`config.mk`:
```
export PLATFORM = sky130hd
export DESIGN_NAME = min_spanning_tree_kruskal_flat
export DESIGN_NICKNAME = d
export VERILOG_FILES = /design/src/hdl/mst_pkg.sv /design/src/hdl/mst_if.sv /design/src/hdl/mst_sort.sv /design/src/hdl/mst_uf.sv /design/src/hdl/min_spanning_tree_kruskal.sv /design/src/flat_wrapper.sv
export SDC_FILE = /design/constraint.sdc
export NUM_CORES = 2
export LEC_CHECK = 0
export BUFFER_PORTS_ARGS = -buffer_cell sky130_fd_sc_hd__buf_2
export CAP_MARGIN = 10
export CELL_PAD_IN_SITES_DETAIL_PLACEMENT = 0
export CELL_PAD_IN_SITES_GLOBAL_PLACEMENT = 1
export CORE_MARGIN = 5
export CORE_UTILIZATION = 59
export CTS_CLUSTER_DIAMETER = 60
export DETAILED_ROUTE_END_ITERATION = 16
export PLACE_DENSITY = 0.82
export SYNTH_ARGS = -nofsm -noshare
export SYNTH_HDL_FRONTEND = slang
export SYNTH_HIERARCHICAL = 1
export SYNTH_SLANG_ARGS = --single-unit
```
`constraint.sdc`:
```
create_clock -name i_clk -period 13.8 [get_ports i_clk]
set_input_delay 1.38 -clock i_clk [delete_from_list [all_inputs] [get_ports i_clk]]
set_output_delay 1.38 -clock i_clk [all_outputs]
set_load 0.01 [all_outputs]
```
`src/hdl/mst_pkg.sv`:
```
`default_nettype none
package mst_pkg;

    localparam int LABEL_W  = 5;
    localparam int WEIGHT_W = 16;
    localparam int VCNT_W   = 6;

    typedef struct packed {
        logic [LABEL_W-1:0]  s;
        logic [LABEL_W-1:0]  e;
        logic [WEIGHT_W-1:0] w;
    } t_edge;

    typedef enum logic [3:0] {
        ST_IDLE,
        ST_SORT_GO,
        ST_SORT_WAIT,
        ST_NEXT,
        ST_FETCH,
        ST_FIND_U,
        ST_GO_V,
        ST_FIND_V,
        ST_PUSH_MID,
        ST_FINISH
    } t_state;

    typedef enum logic [1:0] {
        SO_IDLE,
        SO_GOT_CUR,
        SO_CMP,
        SO_PLACE
    } t_sort_state;

    typedef enum logic [1:0] {
        UF_IDLE,
        UF_WALK,
        UF_WAIT
    } t_uf_state;

endpackage
`default_nettype wire

```
`src/hdl/mst_if.sv`:
```
`default_nettype none
interface mst_edge_if;
    logic        valid;
    logic        ready;
    logic [4:0]  edge_start;
    logic [4:0]  edge_end;
    logic [15:0] edge_weight;
    logic        last_edge;
    modport source (output valid, edge_start, edge_end, edge_weight, last_edge, input ready);
    modport sink (input valid, edge_start, edge_end, edge_weight, last_edge, output ready);
endinterface

interface mst_tree_if;
    logic        valid;
    logic        ready;
    logic [4:0]  tree_start;
    logic [4:0]  tree_end;
    logic [15:0] tree_weight;
    logic        last_result;
    logic        tree_complete;
    logic        no_edge;
    modport source (output valid, tree_start, tree_end, tree_weight, last_result,
                    tree_complete, no_edge, input ready);
    modport sink (input valid, tree_start, tree_end, tree_weight, last_result,
                  tree_complete, no_edge, output ready);
endinterface

interface mst_cfg_if;
    logic       valid;
    logic       ready;
    logic [5:0] vertex_count;
    modport source (output valid, vertex_count, input ready);
    modport sink (input valid, vertex_count, output ready);
endinterface
`default_nettype wire

```
`src/hdl/mst_sort.sv`:
```
`default_nettype none
module mst_sort #(
    parameter int MAX_EDGES = 64,
    localparam int AW = $clog2(MAX_EDGES),
    localparam int CW = $clog2(MAX_EDGES + 1)
) (
    input  logic          i_clk,
    input  logic          i_rst_n,
    input  logic          i_wr_en,
    input  logic [AW-1:0] i_wr_addr,
    input  mst_pkg::t_edge i_wr_data,
    input  logic          i_start,
    input  logic [CW-1:0] i_count,
    output logic          o_idle,
    input  logic [AW-1:0] i_rd_addr,
    output mst_pkg::t_edge o_rd_data
);
    import mst_pkg::*;

    t_edge       mem [MAX_EDGES];
    t_edge       r_rdata;
    t_edge       r_cur, n_cur;
    t_sort_state r_state, n_state;
    logic [CW-1:0] r_i, n_i, r_j, n_j, r_n, n_n;
    logic          we;
    logic [AW-1:0] waddr, raddr;
    t_edge         wdata;
    logic [CW-1:0] i_inc;

    always_ff @(posedge i_clk) begin
        if (!i_rst_n) begin
            r_state <= SO_IDLE;
        end else begin
            r_state <= n_state;
        end
        r_i   <= n_i;
        r_j   <= n_j;
        r_n   <= n_n;
        r_cur <= n_cur;
    end

    always_ff @(posedge i_clk) begin
        if (we) begin
            mem[waddr] <= wdata;
        end
        r_rdata <= mem[raddr];
    end

    always_comb begin
        n_state = r_state;
        n_i     = r_i;
        n_j     = r_j;
        n_n     = r_n;
        n_cur   = r_cur;
        we      = 1'b0;
        waddr   = i_wr_addr;
        wdata   = i_wr_data;
        raddr   = i_rd_addr;
        i_inc   = r_i + CW'(1);
        case (r_state)
            SO_IDLE: begin
                we = i_wr_en;
                if (i_start) begin
                    n_n = i_count;
                    n_i = CW'(1);
                    if (i_count > CW'(1)) begin
                        raddr   = AW'(1);
                        n_state = SO_GOT_CUR;
                    end
                end
            end
            SO_GOT_CUR: begin
                n_cur   = r_rdata;
                n_j     = r_i;
                raddr   = AW'(r_i - CW'(1));
                n_state = SO_CMP;
            end
            SO_CMP: begin
                if (r_rdata.w > r_cur.w) begin
                    we    = 1'b1;
                    waddr = r_j[AW-1:0];
                    wdata = r_rdata;
                    n_j   = r_j - CW'(1);
                    if (r_j != CW'(1)) begin
                        raddr = AW'(r_j - CW'(2));
                    end else begin
                        n_state = SO_PLACE;
                    end
                end else begin
                    we    = 1'b1;
                    waddr = r_j[AW-1:0];
                    wdata = r_cur;
                    n_i   = i_inc;
                    if (i_inc < r_n) begin
                        raddr   = i_inc[AW-1:0];
                        n_state = SO_GOT_CUR;
                    end else begin
                        n_state = SO_IDLE;
                    end
                end
            end
            SO_PLACE: begin
                we    = 1'b1;
                waddr = '0;
                wdata = r_cur;
                n_i   = i_inc;
                if (i_inc < r_n) begin
                    raddr   = i_inc[AW-1:0];
                    n_state = SO_GOT_CUR;
                end else begin
                    n_state = SO_IDLE;
                end
            end
            default: begin
                n_state = SO_IDLE;
            end
        endcase
    end

    assign o_idle    = (r_state == SO_IDLE);
    assign o_rd_data = r_rdata;

endmodule
`default_nettype wire

```
`src/hdl/mst_uf.sv`:
```
`default_nettype none
module mst_uf #(
    parameter int MAX_VERTS = 32,
    localparam int VW = $clog2(MAX_VERTS)
) (
    input  logic          i_clk,
    input  logic          i_rst_n,
    input  logic          i_clear,
    input  logic          i_find,
    input  logic [VW-1:0] i_vertex,
    output logic          o_done,
    output logic [VW-1:0] o_root,
    input  logic          i_link,
    input  logic [VW-1:0] i_link_dst,
    input  logic [VW-1:0] i_link_src
);
    import mst_pkg::*;

    logic [VW-1:0]        parent [MAX_VERTS];
    logic [VW-1:0]        r_rdata;
    logic [MAX_VERTS-1:0] r_is_root;
    logic [VW-1:0]        r_v, n_v;
    t_uf_state            r_state, n_state;

    always_ff @(posedge i_clk) begin
        if (!i_rst_n) begin
            r_state   <= UF_IDLE;
            r_is_root <= '1;
        end else begin
            r_state <= n_state;
            if (i_clear) begin
                r_is_root <= '1;
            end else if (i_link) begin
                r_is_root[i_link_dst] <= 1'b0;
            end
        end
        r_v <= n_v;
    end

    always_ff @(posedge i_clk) begin
        if (i_link) begin
            parent[i_link_dst] <= i_link_src;
        end
        r_rdata <= parent[r_v];
    end

    always_comb begin
        n_state = r_state;
        n_v     = r_v;
        o_done  = 1'b0;
        case (r_state)
            UF_IDLE: begin
                if (i_find) begin
                    n_v     = i_vertex;
                    n_state = UF_WALK;
                end
            end
            UF_WALK: begin
                if (r_is_root[r_v]) begin
                    o_done  = 1'b1;
                    n_state = UF_IDLE;
                end else begin
                    n_state = UF_WAIT;
                end
            end
            UF_WAIT: begin
                n_v     = r_rdata;
                n_state = UF_WALK;
            end
            default: begin
                n_state = UF_IDLE;
            end
        endcase
    end

    assign o_root = r_v;

endmodule
`default_nettype wire

```
`src/hdl/min_spanning_tree_kruskal.sv`:
```
`default_nettype none
// Kruskal minimum spanning tree. While the block is idle, edges load one beat per cycle into
// an edge memory; the beat marked last starts the run. A stable insertion sort then runs
// through the single read and write port of that memory. The scan then fetches the sorted
// edges in order until they run out or the tree is complete, and makes two root searches,
// one for each end of the edge, walking the parent links in the parent memory. The block
// accepts no edge beats from the last beat until the final result is handed to the output
// register. One result beat per accepted edge follows, the last one flagged, and a run that
// accepts no edge gives one beat flagged no_edge.
module min_spanning_tree_kruskal #(
    parameter int MAX_VERTS = 32,
    parameter int MAX_EDGES = 64
) (
    input  logic       i_clk,
    input  logic       i_rst_n,
    mst_cfg_if.sink    i_cfg,
    mst_edge_if.sink   i_edge,
    mst_tree_if.source o_tree
);
    import mst_pkg::*;

    localparam int AW = $clog2(MAX_EDGES);
    localparam int CW = $clog2(MAX_EDGES + 1);
    localparam int VW = $clog2(MAX_VERTS);

    t_state        r_state, n_state;
    logic [VCNT_W-1:0] r_vc;
    logic [CW-1:0] r_cnt, n_cnt, r_i, n_i;
    logic [VW-1:0] r_target, n_target, r_acc, n_acc, r_ru, n_ru;
    t_edge         r_cur, n_cur, r_pedge, n_pedge;
    logic          r_pend, n_pend;
    logic          r_ov, n_ov;
    t_edge         r_oedge, n_oedge;
    logic          r_olast, n_olast, r_ofull, n_ofull, r_onone, n_onone;

    logic          beat, slot;
    logic          wr_en, sort_start, sort_idle;
    t_edge         wr_data, rd_data;
    logic          uf_clear, uf_find, uf_done, uf_link;
    logic [VW-1:0] uf_vertex, uf_root;
    int            tgt;

    assign i_cfg.ready = 1'b1;
    assign beat        = i_edge.valid && i_edge.ready;
    assign slot        = !r_ov || o_tree.ready;
    assign wr_data     = '{s: i_edge.edge_start, e: i_edge.edge_end, w: i_edge.edge_weight};

    mst_sort #(.MAX_EDGES(MAX_EDGES)) u_sort (
        .i_clk     (i_clk),
        .i_rst_n   (i_rst_n),
        .i_wr_en   (wr_en),
        .i_wr_addr (r_cnt[AW-1:0]),
        .i_wr_data (wr_data),
        .i_start   (sort_start),
        .i_count   (r_cnt),
        .o_idle    (sort_idle),
        .i_rd_addr (r_i[AW-1:0]),
        .o_rd_data (rd_data)
    );

    mst_uf #(.MAX_VERTS(MAX_VERTS)) u_uf (
        .i_clk      (i_clk),
        .i_rst_n    (i_rst_n),
        .i_clear    (uf_clear),
        .i_find     (uf_find),
        .i_vertex   (uf_vertex),
        .o_done     (uf_done),
        .o_root     (uf_root),
        .i_link     (uf_link),
        .i_link_dst (uf_root),
        .i_link_src (r_ru)
    );

    always_ff @(posedge i_clk) begin
        if (!i_rst_n) begin
            r_state <= ST_IDLE;
            r_vc    <= VCNT_W'(1);
            r_cnt   <= '0;
            r_acc   <= '0;
            r_pend  <= 1'b0;
            r_ov    <= 1'b0;
        end else begin
            r_state <= n_state;
            if (i_cfg.valid) begin
                r_vc <= i_cfg.vertex_count;
            end
            r_cnt  <= n_cnt;
            r_acc  <= n_acc;
            r_pend <= n_pend;
            r_ov   <= n_ov;
        end
        r_i      <= n_i;
        r_target <= n_target;
        r_ru     <= n_ru;
        r_cur    <= n_cur;
        r_pedge  <= n_pedge;
        r_oedge  <= n_oedge;
        r_olast  <= n_olast;
        r_ofull  <= n_ofull;
        r_onone  <= n_onone;
    end

    always_comb begin
        if (r_vc == '0) begin
            tgt = 0;
        end else if (int'(r_vc) > MAX_VERTS) begin
            tgt = MAX_VERTS - 1;
        end else begin
            tgt = int'(r_vc) - 1;
        end
    end

    always_comb begin
        n_state    = r_state;
        n_cnt      = r_cnt;
        n_i        = r_i;
        n_target   = r_target;
        n_acc      = r_acc;
        n_ru       = r_ru;
        n_cur      = r_cur;
        n_pend     = r_pend;
        n_pedge    = r_pedge;
        n_ov       = r_ov && !o_tree.ready;
        n_oedge    = r_oedge;
        n_olast    = r_olast;
        n_ofull    = r_ofull;
        n_onone    = r_onone;
        i_edge.ready = 1'b0;
        wr_en      = 1'b0;
        sort_start = 1'b0;
        uf_clear   = 1'b0;
        uf_find    = 1'b0;
        uf_vertex  = VW'(r_cur.e);
        uf_link    = 1'b0;
        case (r_state)
            ST_IDLE: begin
                i_edge.ready = 1'b1;
                if (beat) begin
                    if (int'(r_cnt) < MAX_EDGES) begin
                        wr_en = 1'b1;
                        n_cnt = r_cnt + CW'(1);
                    end
                    if (i_edge.last_edge) begin
                        n_target = VW'(tgt);
                        n_state  = ST_SORT_GO;
                    end
                end
            end
            ST_SORT_GO: begin
                sort_start = 1'b1;
                uf_clear   = 1'b1;
                n_acc      = '0;
                n_i        = '0;
                n_pend     = 1'b0;
                n_state    = ST_SORT_WAIT;
            end
            ST_SORT_WAIT: begin
                if (sort_idle) begin
                    n_state = ST_NEXT;
                end
            end
            ST_NEXT: begin
                if (r_i < r_cnt && r_acc < r_target) begin
                    n_state = ST_FETCH;
                end else begin
                    n_state = ST_FINISH;
                end
            end
            ST_FETCH: begin
                n_cur = rd_data;
                n_i   = r_i + CW'(1);
                if (int'(rd_data.s) < MAX_VERTS && int'(rd_data.e) < MAX_VERTS) begin
                    uf_find   = 1'b1;
                    uf_vertex = VW'(rd_data.s);
                    n_state   = ST_FIND_U;
                end else begin
                    n_state = ST_NEXT;
                end
            end
            ST_FIND_U: begin
                if (uf_done) begin
                    n_ru    = uf_root;
                    n_state = ST_GO_V;
                end
            end
            ST_GO_V: begin
                uf_find   = 1'b1;
                uf_vertex = VW'(r_cur.e);
                n_state   = ST_FIND_V;
            end
            ST_FIND_V: begin
                if (uf_done) begin
                    if (uf_root == r_ru) begin
                        n_state = ST_NEXT;
                    end else begin
                        uf_link = 1'b1;
                        n_acc   = r_acc + VW'(1);
                        if (r_pend) begin
                            n_state = ST_PUSH_MID;
                        end else begin
                            n_pend  = 1'b1;
                            n_pedge = r_cur;
                            n_state = ST_NEXT;
                        end
                    end
                end
            end
            ST_PUSH_MID: begin
                if (slot) begin
                    n_ov    = 1'b1;
                    n_oedge = r_pedge;
                    n_olast = 1'b0;
                    n_ofull = 1'b0;
                    n_onone = 1'b0;
                    n_pedge = r_cur;
                    n_state = ST_NEXT;
                end
            end
            ST_FINISH: begin
                if (slot) begin
                    n_ov    = 1'b1;
                    n_olast = 1'b1;
                    if (r_pend) begin
                        n_oedge = r_pedge;
                        n_ofull = (r_acc == r_target);
                        n_onone = 1'b0;
                    end else begin
                        n_oedge = '0;
                        n_ofull = (r_target == '0);
                        n_onone = 1'b1;
                    end
                    n_pend  = 1'b0;
                    n_cnt   = '0;
                    n_state = ST_IDLE;
                end
            end
            default: begin
                n_state = ST_IDLE;
            end
        endcase
    end

    assign o_tree.valid         = r_ov;
    assign o_tree.tree_start    = r_oedge.s;
    assign o_tree.tree_end      = r_oedge.e;
    assign o_tree.tree_weight   = r_oedge.w;
    assign o_tree.last_result   = r_olast;
    assign o_tree.tree_complete = r_ofull;
    assign o_tree.no_edge       = r_onone;

    a_acc_bound: assert property (@(posedge i_clk) disable iff (!i_rst_n)
        (r_state != ST_IDLE && r_state != ST_SORT_GO) |-> r_acc <= r_target)
        else $error("accepted count passed the target");

    a_cnt_bound: assert property (@(posedge i_clk) disable iff (!i_rst_n)
        int'(r_cnt) <= MAX_EDGES)
        else $error("edge count beyond capacity");

    a_no_edge_form: assert property (@(posedge i_clk) disable iff (!i_rst_n)
        (r_ov && r_onone) |-> (r_olast && r_oedge == '0))
        else $error("empty result malformed");

    a_full_only_last: assert property (@(posedge i_clk) disable iff (!i_rst_n)
        (r_ov && r_ofull) |-> r_olast)
        else $error("complete flag on a non-final beat");

endmodule
`default_nettype wire

```
`src/flat_wrapper.sv`:
```
// flat-port wrapper written by rule: the top's interface ports become plain ports
module min_spanning_tree_kruskal_flat import mst_pkg::*;
#(
    parameter int MAX_VERTS = 32,
    parameter int MAX_EDGES = 64
)
  (i_clk, i_rst_n, i_cfg_valid, i_cfg_vertex_count, i_cfg_ready, i_edge_valid, i_edge_edge_start, i_edge_edge_end, i_edge_edge_weight, i_edge_last_edge, i_edge_ready, o_tree_valid, o_tree_tree_start, o_tree_tree_end, o_tree_tree_weight, o_tree_last_result, o_tree_tree_complete, o_tree_no_edge, o_tree_ready);
  mst_cfg_if i_cfg_i ();
  mst_edge_if i_edge_i ();
  mst_tree_if o_tree_i ();
  input  logic i_clk;
  input  logic i_rst_n;
  input wire logic [$bits(i_cfg_i.valid)-1:0] i_cfg_valid;
  input wire logic [$bits(i_cfg_i.vertex_count)-1:0] i_cfg_vertex_count;
  output wire logic [$bits(i_cfg_i.ready)-1:0] i_cfg_ready;
  input wire logic [$bits(i_edge_i.valid)-1:0] i_edge_valid;
  input wire logic [$bits(i_edge_i.edge_start)-1:0] i_edge_edge_start;
  input wire logic [$bits(i_edge_i.edge_end)-1:0] i_edge_edge_end;
  input wire logic [$bits(i_edge_i.edge_weight)-1:0] i_edge_edge_weight;
  input wire logic [$bits(i_edge_i.last_edge)-1:0] i_edge_last_edge;
  output wire logic [$bits(i_edge_i.ready)-1:0] i_edge_ready;
  output wire logic [$bits(o_tree_i.valid)-1:0] o_tree_valid;
  output wire logic [$bits(o_tree_i.tree_start)-1:0] o_tree_tree_start;
  output wire logic [$bits(o_tree_i.tree_end)-1:0] o_tree_tree_end;
  output wire logic [$bits(o_tree_i.tree_weight)-1:0] o_tree_tree_weight;
  output wire logic [$bits(o_tree_i.last_result)-1:0] o_tree_last_result;
  output wire logic [$bits(o_tree_i.tree_complete)-1:0] o_tree_tree_complete;
  output wire logic [$bits(o_tree_i.no_edge)-1:0] o_tree_no_edge;
  input wire logic [$bits(o_tree_i.ready)-1:0] o_tree_ready;
  assign i_cfg_i.valid = i_cfg_valid;
  assign i_cfg_i.vertex_count = i_cfg_vertex_count;
  assign i_cfg_ready = i_cfg_i.ready;
  assign i_edge_i.valid = i_edge_valid;
  assign i_edge_i.edge_start = i_edge_edge_start;
  assign i_edge_i.edge_end = i_edge_edge_end;
  assign i_edge_i.edge_weight = i_edge_edge_weight;
  assign i_edge_i.last_edge = i_edge_last_edge;
  assign i_edge_ready = i_edge_i.ready;
  assign o_tree_valid = o_tree_i.valid;
  assign o_tree_tree_start = o_tree_i.tree_start;
  assign o_tree_tree_end = o_tree_i.tree_end;
  assign o_tree_tree_weight = o_tree_i.tree_weight;
  assign o_tree_last_result = o_tree_i.last_result;
  assign o_tree_tree_complete = o_tree_i.tree_complete;
  assign o_tree_no_edge = o_tree_i.no_edge;
  assign o_tree_i.ready = o_tree_ready;
  min_spanning_tree_kruskal #(.MAX_VERTS(MAX_VERTS), .MAX_EDGES(MAX_EDGES)) u_core (.i_clk(i_clk), .i_rst_n(i_rst_n), .i_cfg(i_cfg_i), .i_edge(i_edge_i), .o_tree(o_tree_i));
endmodule
```
==> impl_metrics.py <==
metrics = {
    "run_status": {
        "status": "finished clean",
    },
    "synth": {
        "synthTopCellsByArea": "edfxtp_1 (72%), mux2_2 (4.7%), mux4_2 (4.2%)",
        "ys_types": 92,
        "ys_warn_count": 6,
        "synth_seq_cells": 2065,
        "syn-num-nets": 4777,
        "syn-cell-area_sq_um": 82310,
        "avgSynthCellArea_sq_um": 17.54,
        "yosysMostFrequentCell": "edfxtp_1",
        "synthCells": 4692,
        "ys_seq_area_frac": 0.7423,
        "yosys.area.top_type_share": 0.7202,
        "synthTopCellsByCount": "edfxtp_1 (1974), mux2_2 (345), mux2i_1 (320), nand3_1 (247), mux4_2 (155)",
        "ys_async_sr_fraction": 0,
        "synth_ff_type": "edfxtp_1",
        "synth_edf_count": 1974,
        "yosysTopAreaCell": "edfxtp_1",
    },
    "critical_path": {
        "critPathKind": "flip-flop to flip-flop",
        "cp-end-kind": "flip-flop",
        "rr_startpoint": "u_core/u_sort/r_i[0]",
        "cp-startpoint": "u_core/u_sort/r_i[0]",
        "worstRegToRegCells": 17,
        "r2r_setup_slack_ps": 6930,
        "cp_max_fo": 55,
        "required_ps": 14530,
        "reg2reg_to": "u_core/u_sort/o_rd_data[23]",
        "worstPathArrival_ps": 7590,
        "cp-start-kind": "flip-flop",
    },
    "power_and_ir_drop": {
        "power_density_nw_per_um2": 188.3,
        "leakagePower_nw": 29.76,
        "ir_drop_uv": 179.4,
    },
    "hold_path": {
        "min_path_cells": 0,
        "min_path_type": "flip-flop to flip-flop",
        "hold_end": "u_core/r_pedge[2]",
        "worstHoldStart": "u_core/r_cur[2]",
    },
    "final_layout": {
        "regArea_sq_um": 61100,
        "syn2layout_area_growth_pct": 11.56,
        "fin_area_sq_um": 91820,
        "layout-drive-gt1-share": 0.2242,
        "stdcell_count": 6864,
        "nFillCells": 9142,
        "nNetsFinal": 4895,
        "multi_input_area_sq_um": 19930,
    },
    "timing": {
        "finalCritPeriodShare": 0.4976,
        "max-slew-margin-rel": 0.1500,
        "finalMaxSlewViolations": 0,
        "finalSetupViolCount": 0,
        "finalSetupTns_ps": 0,
        "rsz0062_at_grt": "false",
        "fmax_ghz": 0.1456,
        "hold_viol": 0,
        "min_period_ps": 6867,
        "worst_slew_pin_slew_ps": 1275,
        "clock_skew_ps": 51.48,
    },
    "clock_tree": {
        "root_buffer": "clkbuf_16",
        "clock_path_buffers": 3,
        "clk_latency_ps": 840,
        "ctsHoldBuffers": 0,
        "cts_resized": 0,
        "clock_sinks": 2065,
        "cts_tree": "done",
        "clk_pin_slew_worst_paths_ps": 60,
        "cts_max_level": 4,
        "post_cts_buffers": 0,
        "numCtsBuffers": 204,
    },
    "floorplanning": {
        "die_h_um": 383.5,
        "rows": 137,
        "ioPinCount": 70,
        "initial_utilization": 0.5921,
        "dieArea_sq_um": 147100,
        "die-width_um": 383.5,
        "core_area_sq_um": 139000,
    },
    "route": {
        "avgRoutedWirePerCell_um": 30.31,
        "drcViolationCount": 0,
        "totalWireLength_um": 208100,
        "drtAntennaViolNets": 0,
        "num_vias": 44960,
        "via_per_inst": 6.550,
        "drt_iter0_drc": 5815,
        "firstDrtPassIters": 7,
    },
    "global_routing": {
        "grt-ovfl-total": 0,
        "grt_pass1_wl_um": 302500,
        "grt_max_degree": 143,
        "antenna_found_initial": 10,
        "grt_pass1_vias": 43340,
        "grt_use_total": 0.2822,
    },
    "place": {
        "dp_cells": 6479,
        "io_buffers": 68,
        "dp_hpwl_um": 121000,
        "place_area_sq_um": 85010,
        "gp_congestion": 0.8836,
    },
    "job": {
        "cap_violations": 0,
    },
}
## metal layers
layer | GRT usage | part of all wire | up-vias
li1 | - | - | 19060
met1 | 0.4072 | 0.39 | 23100
met2 | 0.4268 | 0.46 | 2441
met3 | 0.06906 | 0.11 | 352
met4 | 0.09857 | 0.038 | 6
met5 | 0.004960 | 0.00059 | -
## critical path, cell delays in order (launching register included)
cell	delay (ps)
edfxtp_1	500
ha_1	240
nand3_1	120
xnor2_1	270
ha_1	300
and3_1	190
o311a_1	140
nor3_2	430
mux2_1	250
nor2_1	90
o32ai_4	290
buf_4	580
buf_4	770
buf_4	700
nand2_2	680
o22ai_1	360
o211ai_1	350
and4_1	360
## where the power goes
group | switching [W] | internal (W)
clock | 0.00233 | 0.00321
sequential | 0.000173 | 0.00711
combinational | 0.00295 | 0.00152
## placed cells by master, fill, tap and decap left out, types with 22 or more instances in the layout
cell type,instances
a21oi_1,132
dfxtp_1,91
mux4_2,155
nand3_1,247
clkinv_1,43
nor2_2,62
clkbuf_1,46
ha_1,47
inv_1,53
a221o_1,25
mux2_2,345
nand2_1,100
buf_4,121
o21ai_0,68
buf_2,68
edfxtp_1,1974
mux2i_1,320
clkinv_2,25
and4_1,28
nor2_1,86
nor2b_1,40
a222oi_1,22
nand4_1,68
a31oi_1,83
a22oi_1,119
o211ai_1,57
o22ai_1,51
clkbuf_16,205
inv_2,24
## kinds of logic (layout without fill, tap and decap cells)
family                   Yosys count  after routing  synth area share
AND/OR/NAND/NOR                  722            722           0.04497
flip-flops                      2065           2065            0.7423
other                              1              7        0.00004556
buffers and inverters            361            651           0.02014
XOR/XNOR                          33             33          0.003512
adder cells (fa/ha/maj)           49             49          0.007388
multiplexers                     824            824            0.1293
AO/OA/AOI/OAI                    637            637           0.05234
## cell type report
| cell class | instances | share of cell area |
|---|---|---|
| repair buffers | 194 | 0.01463 |
| multi-input cells | 2266 | 0.2171 |
| inverters | 79 | 0.003229 |
| clock buffers | 265 | 0.05985 |
| diodes | 6 | 0.0001635 |
| well taps | 1876 | 0.02556 |
| clock inverters | 113 | 0.01406 |
| flip-flops and latches | 2065 | 0.6654 |
## metrics by stage
step | power (W) | util | setup slack (ps) | hold slack, ps
floorplan | 0.01023 | - | 8600 | 400.3
global placement | 0.01176 | 0.6115 | 6966 | 401.4
detailed placement | 0.01179 | 0.6115 | 6978 | 405.4
CTS | 0.01731 | 0.6603 | 6954 | 420.9
global route | 0.01787 | 0.6604 | 6506 | 425.1
finish | 0.01729 | 0.6605 | 6933 | 419.2
## worst max-delay path by stage
stage | end | slack [ps] | cells past startpoint
after floorplan | u_core/u_sort/mem[0][0] | 8600 | 9
after global placement | u_core/u_sort/o_rd_data[23] | 6970 | 17
after detailed placement | u_core/u_sort/o_rd_data[23] | 6980 | 17
after CTS | u_core/u_sort/o_rd_data[23] | 6950 | 17
after global routing | u_core/u_sort/o_rd_data[23] | 6510 | 17
final | u_core/u_sort/o_rd_data[23] | 6930 | 17
## sequential cells by signal (all words and copies together), names as in the netlist, 16 cells and up
name	cells
u_core/u_sort/mem	1664
u_core/u_uf/parent	160
u_core/u_uf/r_is_root	32
u_core/r_cur	26
u_core/r_pedge	26
u_core/u_sort/o_rd_data	26
u_core/u_sort/r_cur	26
u_core/o_tree.tree_weight	16
(Power assumes the default switching activity.)
